<file path="src/rtl/sbwh_pkg.sv">
`default_nettype none
package sbwh_pkg;

	// Counter store geometry.
	localparam int MAX_BINS    = 64;
	localparam int COUNT_WIDTH = 32;
	localparam int BIN_AW      = (MAX_BINS > 1) ? $clog2(MAX_BINS) : 1;

	// Field widths of the ports.
	localparam int IDX_W   = 6;
	localparam int SCORE_W = 21;
	localparam int BW_W    = 16;
	localparam int PB_W    = 5;
	localparam int OUT_W   = 32;

	// Width that holds both a bin index and the largest store address.
	localparam int CMP_W = ((BIN_AW > IDX_W) ? BIN_AW : IDX_W) + 1;

	// Restoring divider: one quotient bit per cycle over the dividend.
	localparam int DIV_STEPS = SCORE_W;
	localparam int DIV_CW    = $clog2(DIV_STEPS);

	// Configuration register indexes (word address on the APB port).
	localparam logic REG_BIN_WIDTH     = 1'b0;
	localparam logic REG_POSITIVE_BINS = 1'b1;

	localparam logic [BW_W-1:0] BIN_WIDTH_RESET     = BW_W'(100);
	localparam logic [PB_W-1:0] POSITIVE_BINS_RESET = PB_W'(10);

	// Operation codes.
	localparam logic OP_RECORD = 1'b0;
	localparam logic OP_READ   = 1'b1;

	// Request to the counter store.
	typedef struct packed {
		logic              record;
		logic              won;
		logic [BIN_AW-1:0] addr;
	} sbwh_req_t;

endpackage
`default_nettype wire

</file>
<file path="src/rtl/sbwh_counter_store.sv">
`default_nettype none
module sbwh_counter_store (
	input  wire logic                              clk,
	input  wire logic                              arst_n,
	input  wire logic                              req_valid,
	input  wire sbwh_pkg::sbwh_req_t               req,
	output logic                                   rsp_valid,
	output logic [sbwh_pkg::COUNT_WIDTH-1:0]       win_count,
	output logic [sbwh_pkg::COUNT_WIDTH-1:0]       sample_count
);
	import sbwh_pkg::*;

	function automatic logic [COUNT_WIDTH-1:0] sat_inc(input logic [COUNT_WIDTH-1:0] v);
		return (v == '1) ? v : v + COUNT_WIDTH'(1);
	endfunction

	logic [COUNT_WIDTH-1:0] win_mem    [MAX_BINS];
	logic [COUNT_WIDTH-1:0] sample_mem [MAX_BINS];
	logic [MAX_BINS-1:0]    written_q;

	logic                   vld_s1;
	sbwh_req_t              req_s1;
	logic                   hit_s1;
	logic [COUNT_WIDTH-1:0] win_rd_s1;
	logic [COUNT_WIDTH-1:0] smp_rd_s1;

	logic                   vld_s2;
	logic [COUNT_WIDTH-1:0] win_s2;
	logic [COUNT_WIDTH-1:0] smp_s2;

	logic [COUNT_WIDTH-1:0] win_cur;
	logic [COUNT_WIDTH-1:0] smp_cur;
	logic [COUNT_WIDTH-1:0] win_nxt;
	logic [COUNT_WIDTH-1:0] smp_nxt;
	logic                   wr_en;

	// An entry never written since reset reads as zero.
	assign win_cur = hit_s1 ? win_rd_s1 : '0;
	assign smp_cur = hit_s1 ? smp_rd_s1 : '0;
	assign win_nxt = (req_s1.record && req_s1.won) ? sat_inc(win_cur) : win_cur;
	assign smp_nxt = req_s1.record ? sat_inc(smp_cur) : smp_cur;
	assign wr_en   = vld_s1 && req_s1.record;

	always_ff @(posedge clk) begin
		win_rd_s1 <= win_mem[req.addr];
		smp_rd_s1 <= sample_mem[req.addr];
		if (wr_en) begin
			win_mem[req_s1.addr]    <= win_nxt;
			sample_mem[req_s1.addr] <= smp_nxt;
		end
	end

	always_ff @(posedge clk or negedge arst_n) begin
		if (!arst_n) begin
			vld_s1    <= 1'b0;
			vld_s2    <= 1'b0;
			written_q <= '0;
			req_s1    <= '0;
			hit_s1    <= 1'b0;
			win_s2    <= '0;
			smp_s2    <= '0;
		end else begin
			vld_s1 <= req_valid;
			vld_s2 <= vld_s1;
			if (req_valid) begin
				req_s1 <= req;
				hit_s1 <= written_q[req.addr];
			end
			if (wr_en) begin
				written_q[req_s1.addr] <= 1'b1;
			end
			if (vld_s1) begin
				win_s2 <= win_nxt;
				smp_s2 <= smp_nxt;
			end
		end
	end

	assign rsp_valid    = vld_s2;
	assign win_count    = win_s2;
	assign sample_count = smp_s2;

endmodule
`default_nettype wire

</file>
<file path="config.mk">
export PLATFORM = sky130hd
export DESIGN_NAME = sbwh_counter_store
export DESIGN_NICKNAME = d
export VERILOG_FILES = /design/src/rtl/sbwh_pkg.sv /design/src/rtl/sbwh_counter_store.sv
export SDC_FILE = /design/constraint.sdc
export NUM_CORES = 2
export LEC_CHECK = 0
export BUFFER_PORTS_ARGS = -buffer_cell sky130_fd_sc_hd__buf_2
export CAP_MARGIN = 20
export CORE_MARGIN = 2
export CORE_UTILIZATION = 50
export CTS_CLUSTER_SIZE = 30
export DETAILED_ROUTE_END_ITERATION = 7
export GPL_TIMING_DRIVEN = 0
export PLACE_DENSITY = 0.79
export SYNTH_ARGS = -nofsm -noshare
export SYNTH_HDL_FRONTEND = slang
export SYNTH_SLANG_ARGS = --single-unit
</file>
<file path="constraint.sdc">
create_clock -name clk -period 5.31 [get_ports clk]
set_input_delay 0.531 -clock clk [delete_from_list [all_inputs] [get_ports clk]]
set_output_delay 0.531 -clock clk [all_outputs]
set_load 0.1 [all_outputs]
</file>
# After elaboration in Yosys (flattened, before gate mapping)
# Memories as Yosys holds them, arrays and structs flattened. A register that Yosys moved wholly into a read port is not among the register bits.
# Index checks and enable logic that the tools add are counted.
[word_totals]
regBits = 139
latchBits = 0
ramBits = 4096
rom_bits = 0
in_bits = 11
output_inout_bits = 65
word_cells = 34
n_memories = 2
[op_classes]
n_addsub = 2
multipliers = 0
n_div = 0
n_lt_le_gt_ge = 3
n_eq_ne = 2
shifts = 0
n_mux = 12
n_bitwise = 1
n_reduce_logical = 3
[memory_table]
columns = ["name", "depth", "width", "read_ports", "rd_ports_with_merged_regs", "wr", "line", "source"]
rows = [
  ["sample_mem", 64, 32, 1, 1, 1, "sbwh_counter_store.sv:18", "logic [COUNT_WIDTH-1:0] sample_mem [MAX_BINS];"],
  ["win_mem", 64, 32, 1, 1, 1, "sbwh_counter_store.sv:17", "logic [COUNT_WIDTH-1:0] win_mem [MAX_BINS];"],
]
[ops]
columns = ["cell", "n"]
rows = [
  ["32-bit two-way mux", 6],
  ["32-bit by 1-bit adder with 32-bit output (second input constant)", 2],
  ["32-bit == test (second input constant)", 2],
  ["64-bit bitwise OR", 1],
  ["6-bit by 7-bit < comparator with 1-bit output (second input constant)", 2],
  ["1-bit binary-select mux with 6-bit select", 1],
  ["1-bit demux with 6-bit select", 1],
  ["6-bit by 1-bit >= comparator with 1-bit output (second input constant)", 1],
  ["1-bit two-way mux", 4],
  ["1-bit logical AND", 3],
]

# Depth between registers and ports, before layout
[logic_depth]
word_depth = 5
ltp_mapped = 15
ltp_nobuf = 9

# Worst setup path after synthesis
# No wires, ideal clock.
[synth_path]
path_kind = "reg2reg"
start = "register hit_s1"
end = "memory win_mem[0][25], data pin"
setup_ns = 0.574
arrival_time_ns = 4.938
required_ns = 4.736
slack_ns = -0.202
path_stages_with_launch = 13
path_buffers = 5
period_less_slack_ns = 5.512
path_cell_list = "dfrtp_1 > buf_6 > buf_2 > clkbuf_1 > clkbuf_1 > clkbuf_1 > and2_1 > ha_1 > nand2_1 > or4_1 > o311ai_0 > nor2_1 > xnor2_1"
[synth_via]
elab_chain_cells = 4
word_cells_on_any_way = 5
classes_between = "1 x add/sub; 1 x eq/ne; 3 x mux"
[synth_rtl]
columns = ["element", "line", "source"]
rows = [
  ["from (decl)", "sbwh_counter_store.sv:23", "logic hit_s1;"],
  ["from (signal assigned)", "sbwh_counter_store.sv:67", "hit_s1 <= written_q[req.addr];"],
  ["32-bit two-way mux (*)", "sbwh_counter_store.sv:38", "assign win_cur = hit_s1 ? win_rd_s1 : '0;"],
  ["32-bit by 1-bit adder with 32-bit output / 32-bit == test (equally long branches)", "sbwh_counter_store.sv:14", "return (v == '1) ? v : v + COUNT_WIDTH'(1);"],
  ["32-bit two-way mux", "sbwh_counter_store.sv:14", ""],
  ["32-bit two-way mux (*)", "sbwh_counter_store.sv:40", "assign win_nxt = (req_s1.record && req_s1.won) ? sat_inc(win_cur) : win_cur;"],
  ["via win_nxt[25]", "sbwh_counter_store.sv:33", "logic [COUNT_WIDTH-1:0] win_nxt;"],
  ["to (decl)", "sbwh_counter_store.sv:17", ""],
]
# Mark *: on every way through the listed nets, which the timed path passes. The rest lies on a longest branch.

# Worst setup path in the final report
[layout_path]
start = "register hit_s1"
end = "register win_s2[16] (netlist: win_count[16])"
[layout_via]
elab_chain_cells = 4
word_cells_on_any_way = 5
classes_between = "1 x add/sub; 1 x eq/ne; 3 x mux"
[layout_rtl]
columns = ["element", "line", "source"]
rows = [
  ["32-bit two-way mux (*)", "sbwh_counter_store.sv:38", ""],
  ["32-bit by 1-bit adder with 32-bit output / 32-bit == test (equally long branches)", "sbwh_counter_store.sv:14", ""],
  ["32-bit two-way mux", "sbwh_counter_store.sv:14", ""],
  ["32-bit two-way mux (*)", "sbwh_counter_store.sv:40", ""],
  ["via win_nxt[16]", "sbwh_counter_store.sv:33", ""],
  ["to (signal assigned)", "sbwh_counter_store.sv:73", "win_s2 <= win_nxt;"],
  ["to (decl)", "sbwh_counter_store.sv:28", "logic [COUNT_WIDTH-1:0] win_s2;"],
]
# Marks and branches as above.
# A chain may end at the register's enable or synchronous reset.

==> flow_summary_export.csv <==
group,metric,value,unit
sta,slew_violations,0,
clock_tree,clock_latency,0.95,ns
clock_tree,numCtsBuffers,396,
power,p_leak,60.7,nW
synth,synth.most_common_cell,"edfxtp_1",
min_path,holdPathEnd,"req_s1[5]",
finish,stdcell_area,190000,um^2
setup_path,r2r_slack,0.02,ns
clock_tree,root_buffer,"clkbuf_16",
setup_path,r2r-end,"win_count[16]",
synth,syn_inst,6760,
drt,routedWlPerCell,40.1,um
grt,antenna_found_initial,45,
power,worst_ir_drop_vdd,0.000300,V
sta,fin_skew,0.0720,ns
die,ios,76,
drt,first_iter_violations,15594,
sta,clock.fmax,189,MHz
grt,track_usage,0.291,
sta,tightest_slew,1.36,ns
job,maxCapViolations,0,
synth,synth_warnings,0,
place,io_buffer_count,73,
power,p_comb_frac,0.076,
min_path,hold_depth,3,
synth,ys.flop_type,"edfxtp_1",
synth,mappedNetlistNets,6773,
synth,yosysSeqAreaShare,0.782,
setup_path,worstPathRequired,6.18,ns
grt,grt_overflow,0,
drt,viasPerCell,6.91,
outcome,status,"complete, but fails checks",
place,dpl-instance-area,176000,um^2
die,die_y,576,um
synth,synth.distinct_cells,61,
setup_path,path_max_fanout,33,
drt,routed_wirelength,493000,um
sta,slew_headroom,0.0867,
die,die_w,576,um
power,p_int,0.0560,W
drt,vias,84843,
finish,nNetsFinal,7610,
setup_path,r2r_start,"hit_s1",
grt,grt_max_degree,97,
synth,synth_top_cell_by_area,"edfxtp_1",
clock_tree,cts.htree.levels,5,
clock_tree,max-clock-path-buffers,4,
sta,finalCritPeriodShare,0.996,
sta,hold_viol,0,
power,p_sw_frac,0.232,
power,power.net_switching,0.0169,W
drt,first_pass_iters,8,
synth,synth_area_leaders,"edfxtp_1, mux4_2, dfrtp_1, dfxtp_1, a22oi_1",
finish,final-seq-area,128000,um^2
die,core,325000,um^2
setup_path,end_kind,"flip-flop",
power,p_seq_frac,0.524,
sta,finalSetupTns,0,ns
sta,rsz0062_at_grt,"yes",
drt,postRouteAntennaNets,0,
synth,synth_common_cells,"edfxtp_1, mux4_2, clkbuf_1",
setup_path,ff2ff_path_depth,14,
sta,setup_viol_count_final,0,
sta,min_period,5.29,ns
power,pwr-share-clk,0.400,
synth,netlist_area,163000,um^2
synth,yosysTopAreaCellShare,0.753,
finish,area_growth,16.5,%
grt,grt_pass1_vias,84273,
setup_path,arrival,6.16,ns
synth,synth_edf_count,4096,
place,place_congestion,0.977,
synth,postSynth.asyncResetShare,0.0323,
synth,syn_avg_cell_area,24.2,um^2
clock_tree,cts_tree,"built",
synth,synth_seq_cells,4299,
die,row_count,209,
die,die-area,331000,um^2
power,power,0.0729,W
grt,grt_pass1_wl,669000,um
sta,fin_hold_ws,0.0487,ns
min_path,hold_start,"req[5]",
drt,drc,6,
clock_tree,clk_pin_slew,0.06,ns
place,dpl.hpwl,290000,um
power,p_per_area,383,nW/um^2
die,start_util,0.503,
finish,layout-drive-gt1-share,0.329,
setup_path,path_class,"reg2reg",
finish,finish.utilization,0.586,
finish,multi_input_area,35800,um^2
finish,fillers,20873,
clock_tree,clock-sinks,4299,
setup_path,start_kind,"flip-flop",
outcome,violations,"DRC",
min_path,hold_path_class,"in2reg",
## cells in the final DEF (no fill, tap or decap), types with 31 or more instances in the layout
cell type	instances
edfxtp_1	4096
clkinv_2	77
buf_2	87
bufinv_16	44
mux2_2	58
diode_2	31
buf_6	33
dfxtp_1	64
nor2_4	73
or2_2	68
buf_1	92
dfrtp_1	139
clkbuf_1	296
buf_8	78
buf_12	167
mux4_2	1286
buf_16	55
clkbuf_16	407
clkinv_1	79
nand2_1	154
a22oi_1	128
## final cells by class
| cell class | count | area share |
|---|---|---|
| clock buffer | 481 | 0.0552 |
| sequential | 4299 | 0.671 |
| clock inverter | 241 | 0.0124 |
| antenna | 31 | 0.000408 |
| timing repair buffer | 420 | 0.0361 |
| buffer | 350 | 0.00724 |
| inverter | 27 | 0.000533 |
| tap | 4325 | 0.0284 |
| multi-input combinational | 2103 | 0.188 |
## registers in the layout, summed over array words and instances (netlist names)
signal	cells
sample_count	32
req_s1	8
written_q	64
win_mem	2048
rsp_valid	1
smp_rd_s1	32
vld_s1	1
win_count	32
win_rd_s1	32
sample_mem	2048
hit_s1	1
## critical path, stage by stage (launching register included)
cell and delay [ns]:
dfrtp_1 0.34, buf_6 0.27, clkbuf_4 0.42, clkbuf_2 0.40, clkbuf_4 0.41, and2_1 0.20, ha_1 0.23, nand2_1 0.14
or4_1 0.63, or4_4 0.53, buf_6 0.15, nand3_1 0.17, xor2_4 0.86, buf_16 0.27, mux2_2 0.17
## cell families after synthesis
family,Yosys count,synth area share
buffers and inverters,378,0.00894
XOR/XNOR,57,0.00333
adder cells (fa/ha/maj),2,0.000153
AND/OR/NAND/NOR,470,0.0142
flip-flops,4299,0.782
AO/OA/AOI/OAI,199,0.00902
multiplexers,1355,0.182
## what timing repair did
item | 4_1_cts | 5_1_grt
pin swaps | 15 | 7
hold buffers | 5 | 0
endpoints found under the setup margin | 4075 | 212
gates resized for setup | 17 | 9
endpoints found under the hold margin | 47 | 0
setup buffers | 17 | 2
gates cloned | 12 | 8
## how the worst max path moves through the flow
| stage | depth (start not counted) | endpoint | start |
|---|---|---|---|
| final | 14 | win_count[16] | hit_s1 |
| after global routing | 12 | win_mem[46][0] | hit_s1 |
| after CTS | 7 | win_mem[45][31] | req_s1[7] |
| after detailed placement | 13 | win_mem[11][29] | hit_s1 |
| after global placement | 12 | win_mem[30][15] | hit_s1 |
| after floorplan | 12 | win_mem[0][15] | hit_s1 |
## through the flow
| stage | worst slack (ns) | instances |
|---|---|---|
| floorplan | 0.0159 | 6760 |
| global placement | -4.00 | 11158 |
| detailed placement | -1.62 | 11420 |
| CTS | 0.196 | 12175 |
| global route | -0.0336 | 12249 |
| finish | 0.0206 | 12277 |
## routing by layer
| layer | track usage | share of wire | vias up |
|---|---|---|---|
| li1 | - | - | 30800 |
| met1 | 0.346 | 0.31 | 44472 |
| met2 | 0.486 | 0.50 | 7991 |
| met3 | 0.0786 | 0.13 | 1552 |
| met4 | 0.156 | 0.062 | 28 |
| met5 | 0 | 0.00044 | - |
## power groups by stage
stage,combinational [W],clock [W],sequential (W)
global placement,0.00435,0,0.0391
finish,0.00553,0.0292,0.0382
global route,0.00566,0.0302,0.0382
CTS,0.00523,0.0291,0.0382
floorplan,0.00247,0,0.0393
detailed placement,0.00501,0,0.0389
Note: power is estimated with default switching activity, not from simulation.
