<file path="src/rtl/sbwh_pkg.sv">
`default_nettype none
package sbwh_pkg;

	// Counter store geometry.
	localparam int MAX_BINS    = 64;
	localparam int COUNT_WIDTH = 32;
	localparam int BIN_AW      = (MAX_BINS > 1) ? $clog2(MAX_BINS) : 1;

	// Field widths of the ports.
	localparam int IDX_W   = 6;
	localparam int SCORE_W = 21;
	localparam int BW_W    = 16;
	localparam int PB_W    = 5;
	localparam int OUT_W   = 32;

	// Width that holds both a bin index and the largest store address.
	localparam int CMP_W = ((BIN_AW > IDX_W) ? BIN_AW : IDX_W) + 1;

	// Restoring divider: one quotient bit per cycle over the dividend.
	localparam int DIV_STEPS = SCORE_W;
	localparam int DIV_CW    = $clog2(DIV_STEPS);

	// Configuration register indexes (word address on the APB port).
	localparam logic REG_BIN_WIDTH     = 1'b0;
	localparam logic REG_POSITIVE_BINS = 1'b1;

	localparam logic [BW_W-1:0] BIN_WIDTH_RESET     = BW_W'(100);
	localparam logic [PB_W-1:0] POSITIVE_BINS_RESET = PB_W'(10);

	// Operation codes.
	localparam logic OP_RECORD = 1'b0;
	localparam logic OP_READ   = 1'b1;

	// Request to the counter store.
	typedef struct packed {
		logic              record;
		logic              won;
		logic [BIN_AW-1:0] addr;
	} sbwh_req_t;

endpackage
`default_nettype wire

</file>
<file path="src/rtl/sbwh_divider.sv">
`default_nettype none
module sbwh_divider (
	input  wire logic                         clk,
	input  wire logic                         arst_n,
	input  wire logic                         start,
	input  wire logic [sbwh_pkg::SCORE_W-1:0] dividend,
	input  wire logic [sbwh_pkg::BW_W-1:0]    divisor,
	output logic                              done,
	output logic [sbwh_pkg::SCORE_W-1:0]      quotient
);
	import sbwh_pkg::*;

	logic [SCORE_W-1:0] shift_q;
	logic [BW_W-1:0]    rem_q;
	logic [BW_W-1:0]    divisor_q;
	logic [DIV_CW-1:0]  cnt_q;
	logic               run_q;
	logic               done_q;

	logic [BW_W:0] trial;
	logic          fits;
	logic [BW_W:0] diff;
	logic [BW_W-1:0] rem_nxt;

	// One dividend bit enters the partial remainder each cycle, and the
	// quotient bit shifts into the vacated low end of the same register.
	assign trial   = {rem_q, shift_q[SCORE_W-1]};
	assign fits    = trial >= {1'b0, divisor_q};
	assign diff    = trial - {1'b0, divisor_q};
	assign rem_nxt = fits ? diff[BW_W-1:0] : trial[BW_W-1:0];

	always_ff @(posedge clk or negedge arst_n) begin
		if (!arst_n) begin
			run_q  <= 1'b0;
			done_q <= 1'b0;
			cnt_q  <= '0;
		end else if (start) begin
			run_q  <= 1'b1;
			done_q <= 1'b0;
			cnt_q  <= '0;
		end else if (run_q) begin
			cnt_q <= cnt_q + DIV_CW'(1);
			if (cnt_q == DIV_CW'(DIV_STEPS - 1)) begin
				run_q  <= 1'b0;
				done_q <= 1'b1;
			end
		end else begin
			done_q <= 1'b0;
		end
	end

	always_ff @(posedge clk) begin
		if (start) begin
			shift_q   <= dividend;
			rem_q     <= '0;
			divisor_q <= divisor;
		end else if (run_q) begin
			shift_q <= {shift_q[SCORE_W-2:0], fits};
			rem_q   <= rem_nxt;
		end
	end

	assign done     = done_q;
	assign quotient = shift_q;

endmodule
`default_nettype wire

</file>
<file path="config.mk">
export PLATFORM = sky130hd
export DESIGN_NAME = sbwh_divider
export DESIGN_NICKNAME = d
export VERILOG_FILES = /design/src/rtl/sbwh_pkg.sv /design/src/rtl/sbwh_divider.sv
export SDC_FILE = /design/constraint.sdc
export NUM_CORES = 1
export LEC_CHECK = 0
export ABC_CLOCK_PERIOD_IN_PS = 2500
export BUFFER_PORTS_ARGS = -buffer_cell sky130_fd_sc_hd__buf_2
export CAP_MARGIN = 20
export CORE_ASPECT_RATIO = 0.9
export CORE_MARGIN = 8
export CORE_UTILIZATION = 48
export DETAILED_ROUTE_END_ITERATION = 16
export PLACE_DENSITY = 0.73
export SYNTH_ARGS = -nofsm -noshare
export SYNTH_HDL_FRONTEND = slang
export SYNTH_SLANG_ARGS = --single-unit
</file>
<file path="constraint.sdc">
create_clock -name clk -period 2.5 [get_ports clk]
set_clock_uncertainty 0.15 [all_clocks]
set_input_delay 0.125 -clock clk [delete_from_list [all_inputs] [get_ports clk]]
set_output_delay 0.125 -clock clk [all_outputs]
set_load 0.02 [all_outputs]
</file>
# Word level (Yosys, flattened, before mapping)
# Cells that the tools add are included.
# Widths: inputs -> output; s select.
[word_totals] reg_bits=60 word_cells=23 out_inout_bits=22 inputBits=40
[op_classes] eq_ne=2 add_sub_neg=2 n_lt_le_gt_ge=1 n_reduce_logical=1 n_mux=11
[ops] cell="$mux 21" count=2
[ops] cell="$ge 17x16->1" count=1
[ops] cell="$mux 16" count=1
[ops] cell="$sub 16x16->16" count=1
[ops] cell="$mux 5" count=2
[ops] cell="$mux 1" count=6
[ops] cell="$add 5x1->5 const B" count=1
[ops] cell="$eq 5x5->1 const B" count=1
[ops] cell="$ne 3x2->1 const B" count=1
[ops] cell="$reduce_bool 2->1" count=1

# Longest topological paths before layout
# Gate-level depths: netlist of run 1.
[logic_depth] depth_word=4 mapped_depth=12

# Worst setup path after synthesis of run 1
# OpenSTA, ideal clock, no wires.
[synth_path] path_kind="reg2reg" from="reg divisor_q[12]" to="reg rem_q[12]" slack_ns=-0.037 setup_time_ns=0.129 stages_incl_launch_ff=13 period_less_slack_ns=2.537 t_required_ns=2.221 arrival_ns=2.258 cell_sequence="edfxtp_1 -> inv_1 -> ha_1 -> buf_4 -> nand3_2 -> or3_1 -> or3_1 -> nand2_1 -> o21a_1 -> buf_6 -> buf_12 -> mux2i_1 -> o21ai_1"
[synth_via] elab_chain_len=2 word_cells_on_any_way=3 cone_classes="add/sub: 1; order compare: 1; mux: 1"
[synth_lines] element="start: declaration" line_no="sbwh_divider.sv:15" source="logic [BW_W-1:0] divisor_q;"
[synth_lines] element="start signal: assignment" line_no="sbwh_divider.sv:56" source="divisor_q <= divisor;"
[synth_lines] element="$sub 16x16->16 / $ge 17x16->1 (equally long branches)" line_no="sbwh_divider.sv:29, sbwh_divider.sv:28"
[synth_lines] element="$mux 16 *" line_no="sbwh_divider.sv:30" source="assign rem_nxt = fits ? diff[BW_W-1:0] : trial[BW_W-1:0];"
[synth_lines] element="end signal: assignment" line_no="sbwh_divider.sv:59" source="rem_q <= rem_nxt;"
[synth_lines] element="end: declaration" line_no="sbwh_divider.sv:14" source="logic [BW_W-1:0] rem_q;"
# Every way passes the cells marked *; elsewhere a longest branch is shown, timed or not.
# A chain may end at the register's enable or synchronous reset.

# Final worst setup path of run 1
[layout_path] from="reg rem_q[5]" to="reg shift_q[0] (netlist: quotient[0]), data pin"
[layout_via] elab_chain_len=3
[layout_lines] element="$ge 17x16->1" line_no="sbwh_divider.sv:28" source="assign fits = trial >= {1'b0, divisor_q};"
[layout_lines] element="$mux 21" line_no="sbwh_divider.sv:57" source="end else if (run_q) begin"
[layout_lines] element="$mux 21" line_no="sbwh_divider.sv:53" source="if (start) begin"
[layout_lines] element="end signal: assignment" line_no="sbwh_divider.sv:54" source="shift_q <= dividend;"
[layout_lines] element="end signal: assignment" line_no="sbwh_divider.sv:58" source="shift_q <= {shift_q[SCORE_W-2:0], fits};"
[layout_lines] element="end: declaration" line_no="sbwh_divider.sv:13" source="logic [SCORE_W-1:0] shift_q;"
# Every way passes these cells. The select of a mux whose other input is x is not followed.

==> results of run 1 <==
-- stage by stage --
step	cells	hold WS, ps
2_1_floorplan	299	-321
3_3_place_gp	460	-185
3_5_place_dp	460	-183
4_1_cts	515	147
5_1_grt	520	166
6_report	520	160
-- synth_stat cells (7+ instances only) --
library cell and instances:
a21oi_1 16, xnor2_1 8, o21ai_0 10, inv_1 24, nand2_1 27, edfxtp_1 37
xor2_1 8, dfxtp_1 16, mux2_2 21, mux2i_1 14, nor2_1 22, dfrtp_1 7
ha_1 18
-- metal layers --
metal | global-route usage (%) | vias to the layer above
met2 | 30.9 | 82
met5 | 0 | -
met3 | 7.94 | 20
met1 | 20.1 | 1290
li1 | - | 1313
met4 | 6.14 | 0
-- power groups by stage --
stage	Combinational [mW]	Sequential (mW)	Clock, mW
after floorplan	0.780	1.34	0
after global placement	1.09	1.30	0
after detailed placement	1.11	1.31	0
final	1.39	1.32	0.965
after global routing	1.52	1.33	1.02
after CTS	1.21	1.29	0.984
-- sequential cells by signal, indices dropped and copies added (netlist names) --
name       flops
cnt_q          5
divisor_q     16
done           1
quotient      21
rem_q         16
run_q          1
-- path summary, 6_finish.rpt --
| kind | from | endpoint | cells past startpoint |
|---|---|---|---|
| max | rem_q[5] | quotient[0] | 9 |
| min | start | cnt_q[0] | 3 |
| max reg2reg | rem_q[5] | quotient[0] | 9 |
| min reg2reg | rem_q[3] | rem_q[3] | 2 |
| max in group asynchronous | arst_n | cnt_q[3] | 3 |
| min in group asynchronous | arst_n | cnt_q[4] | 3 |
-- cell type report --
cell class                      count  area [um^2]  share of cell area [%]
Clock buffer                        9          124                    2.67
Sequential cell                    60         1610                    34.6
Tap cell                           90          113                    2.43
Timing Repair Buffer              128          921                    19.8
Inverter                           24         90.1                    1.94
Clock inverter                      7         91.3                    1.97
Multi-Input combinational cell    202         1700                    36.5
-- cell families after synthesis --
kind of cell | after synthesis
xor gates and xnor gates | 16
and+or+nand+nor | 72
buffers and inverters | 37
DFF | 60
AOI/OAI and AO/OA | 60
muxes | 35
adders and majority gates | 19
-- worst max-delay path, stage by stage (launching register included) --
cell and delay (ps):
dfxtp_1 420, ha_4 240, buf_6 130, a21oi_4 160
nand2_1 90, o21ai_2 240, a31oi_4 140, o21a_4 250
buf_6 140, mux2_2 250
-- what timing repair did --
| item | CTS | global route |
|---|---|---|
| pin swaps | 3 | 11 |
| buffers inserted | 0 | 5 |
| endpoints found under the hold margin | 44 | 0 |
| hold buffers | 39 | 0 |
| endpoints found under the setup margin | 16 | 16 |
| gates resized for setup | 10 | 36 |
==> metrics, run 1 <==
largest area contributor in the netlist=edfxtp_1; initial antenna violation count=0; total of max-cap violations=0; first-pass GRT wire length=13.6 mm; post-synth cell types=43; Mapped Nets=358; fill count=496; Cells after Synth=299; crit path DAT=2410 ps; Max Fclk=0.407 GHz; Yosys reg bits=60; Compound-Gate Fraction of Synth Area=11.7%; critical path peak fanout=6; Worst Path Class, Setup=flop to flop; metal3 WL=582 um; Sw Share=32.9%; share of layout cells above drive strength 1=37.4%; total wire length=8.50 mm; worst endpoint required time=2450 ps; highest-count cells in the layout ignoring fill and taps=buf_2, dlygate4sd3_1, edfxtp_1, nand2_1, buf_4; CTS tree=yes; initial DRC count=122; Post-route DRC=0; DIE AREA=9750 um^2; DP Wirelength=5.33 mm; Clock Sinks=60; Simple-Gate Fraction of Synth Area=10.2%; reg-to-reg slack, setup=40 ps; largest net degree at the start of global routing=26; yosys warns=0; VDD IR max=420 uV; # setup viols final=0; Synth area leaders=edfxtp_1, dfxtp_1, mux2_2; H-tree levels=3; root buffer selected by CTS=clkbuf_8; leakage=1.97 nW; prevailing post-synth register cell=edfxtp_1; GP Congestion=0.852; Seq pwr share=35.8%; Post-synth ARST share=11.7%; total CTS buffers=9; net switching power=1.21 mW; Vias/cell=5.20; clk buf depth=2; Vias=2705; Clock power frac=26.3%; Slew Limit Fails=0; syn avg cell area=11.0 um^2; Die H=94.5 um; met2 wire len=4.23 mm; multiplexer share of the synthesized area=11.5%; M1 WL=3.52 mm; Slew HR=77.0%; max layer used=met4; period utilization=98.3%; nets@finish=484; Initial Util=49.9%; First-pass DRT Iterations=4; final worst slack=42.4 ps; Int Pwr=2.46 mW; status=finished, final reports clean; largest family of logic cells by synthesized area=compound AO/OA/AOI/OAI gates; Skew-Pair Late Insertion Delay=350 ps; Port Buf Inserts=61; Slew @ Worst Pin=344 ps; Core Util, Final=70.5%; dpl ws=-118 ps; P per Cell Area=791 nW/um^2; Adder-Cell Fraction of Synth Area=7.46%; Antenna Violating Nets Remaining=0; Gate power share=37.9%; io pins=62; xor-xnor portion of the synthesized cell area=4.27%; global route overflow=0; Antenna diodes=0; Die W=103 um; CP endpoint kind=flop; area post-placement=3770 um^2; Worst-path clk slew=70 ps; HP Class=primary input to flop; CORE AREA=6590 um^2; EDFF count, synth=37; CP startpoint kind=flop; Syn-to-layout area delta=41.2%; final hold violation count=0; Design Power=3.67 mW; Fin Setup TNS=0 ps; routed length per instance=16.3 um; post-route cell area=4640 um^2; Seq/Total Area, Yosys=48.9%; Row Count=28; Mapped Area=3290 um^2; total track usage=18.3%; minimum clock period=2460 ps; area share of the leading cell type in the synthesized netlist=33.8%; vias in the first global route=2870; commonest non-fill, non-tap cell in the layout=buf_2
No activity file was read; power rests on OpenSTA's default activity.
==> run 2: changes to the inputs <==
REMOVE_ABC_BUFFERS = 1   (was unset)
==> run 2 against run 1 <==
Against the previous run:
- clock-buffer cell count unchanged
- sequential cell count unchanged
- clock power increased by 13%
- setup slack improved by 21 ps
- first-iteration DRC count increased by 19%
- global-route usage decreased by 0.42 points
- sequential power about the same
- design area about the same
- core utilization increased by 0.057 points
- highest routed layer unchanged
==> metrics, run 2 (synthesis gave the netlist of run 1 again) <==
Antenna Violating Nets Remaining=0; Critical Path Start=divisor_q[0]; Port Buf Inserts=61; GP Congestion=0.846; initial antenna violation count=0; hold path start=rem_q[2]; Worst R2R Start=divisor_q[0]; footprint of the multi-input gates=1620 um^2; vias in the first global route=2902; hold slack final=321 ps; VDD IR max=461 uV; highest-count cells in the layout ignoring fill and taps=buf_2, dlygate4sd3_1, edfxtp_1, buf_4, nand2_1; RSZ-0062 raised after global routing=true; Antenna diodes=0; critical path peak fanout=3; Die W=103 um; total CTS buffers=9; placed insts=470; Vias=2733; fin cells=527; Vias/cell=5.19; HP Class=flop to flop; Worst-path clk slew=80 ps; DP Wirelength=5.37 mm; First-pass DRT Iterations=4; fill count=477; Max Fclk=0.410 GHz; nets@finish=491; Die H=94.5 um; total wire length=8.38 mm; worst r2r path cells=10; first-pass GRT wire length=13.4 mm; Worst Path Class, Setup=flop to flop; reg-to-reg slack, setup=60 ps; total track usage=17.8%; Slew Limit Fails=0; minimum clock period=2440 ps; Row Count=28; R2R Path End=rem_q[12]; P per Cell Area=811 nW/um^2; Slew @ Worst Pin=602 ps; status=finished, final reports clean; commonest non-fill, non-tap cell in the layout=buf_2; Worst Setup EP=rem_q[12]; Syn-to-layout area delta=41.4%; initial DRC count=145; period utilization=97.5%; io pins=62; root buffer selected by CTS=clkbuf_8; Clock Sinks=60; global route overflow=0; CORE AREA=6590 um^2; CTS tree=yes; final hold violation count=0; # setup viols final=0; CP endpoint kind=flop; share of layout cells above drive strength 1=36.6%; largest net degree at the start of global routing=29; Largest register FFs=21; Skew-Pair Late Insertion Delay=340 ps; Slew HR=59.9%; Post-route DRC=0; clk buf depth=2; H-tree levels=3; crit path DAT=2560 ps; Reg area=1610 um^2; total of max-cap violations=0; leakage=2.03 nW; CP startpoint kind=flop; worst endpoint required time=2630 ps; DIE AREA=9750 um^2; routed length per instance=15.9 um; Initial Util=49.9%
## run 2: what timing repair did
action	CTS	global route
buffers inserted	0	1
endpoints found under the hold margin	50	0
gates resized for setup	14	18
hold buffers	40	0
pin swaps	4	14
setup endpoints to repair	16	17
## run 2: metal layers
metal | wire (um) | share of wire (%) | up-vias | global-route usage [%]
li1 | - | - | 1333 | -
met1 | 3370 | 40 | 1293 | 20.0
met2 | 4190 | 50 | 89 | 30.2
met3 | 616 | 7.4 | 18 | 6.18
met4 | 194 | 2.3 | 0 | 7.34
met5 | 0 | 0 | - | 0
## run 2: worst min path at each step
stage / end / slack [ps] / cells past startpoint
after floorplan: cnt_q[0] / -320 / 0
after global placement: cnt_q[1] / -180 / 1
after detailed placement: cnt_q[3] / -180 / 1
after CTS: rem_q[2] / 320 / 2
after global routing: divisor_q[9] / 340 / 2
final: rem_q[2] / 320 / 2
## run 2: critical path: stages (launching register included)
cell,delay [ps]
edfxtp_1,420
ha_4,190
fa_2,390
nand2b_4,160
a211oi_2,210
buf_4,160
o21ai_2,70
a31oi_1,200
xor2_1,190
mux2i_1,110
o21ai_1,130
## run 2: layout make-up
type | count | share of cell area, %
flip-flops and latches | 60 | 34.6
clock buffers | 9 | 2.67
clock inverters | 7 | 2.67
inverters | 24 | 1.94
repair buffers | 135 | 20.9
multi-input cells | 202 | 34.8
well taps | 90 | 2.42
## run 2: power by group
| part | switching [mW] | internal (mW) |
|---|---|---|
| Sequential | 0.106 | 1.20 |
| Clock | 0.420 | 0.669 |
| Combinational | 0.670 | 0.703 |
| Total | 1.20 | 2.57 |
## run 2: stage by stage
step	power (mW)	instance area [um^2]	setup slack, ps	TNS [ps]	utilization, %
after floorplan	2.06	3180	-393	-5120	-
after global placement	2.47	3840	-14.6	-23.6	58.3
after detailed placement	2.50	3840	-122	-1170	58.3
after CTS	3.70	4570	11.1	0	69.3
after global routing	3.97	4640	-62.0	-135	70.5
final	3.77	4640	63.7	0	70.5
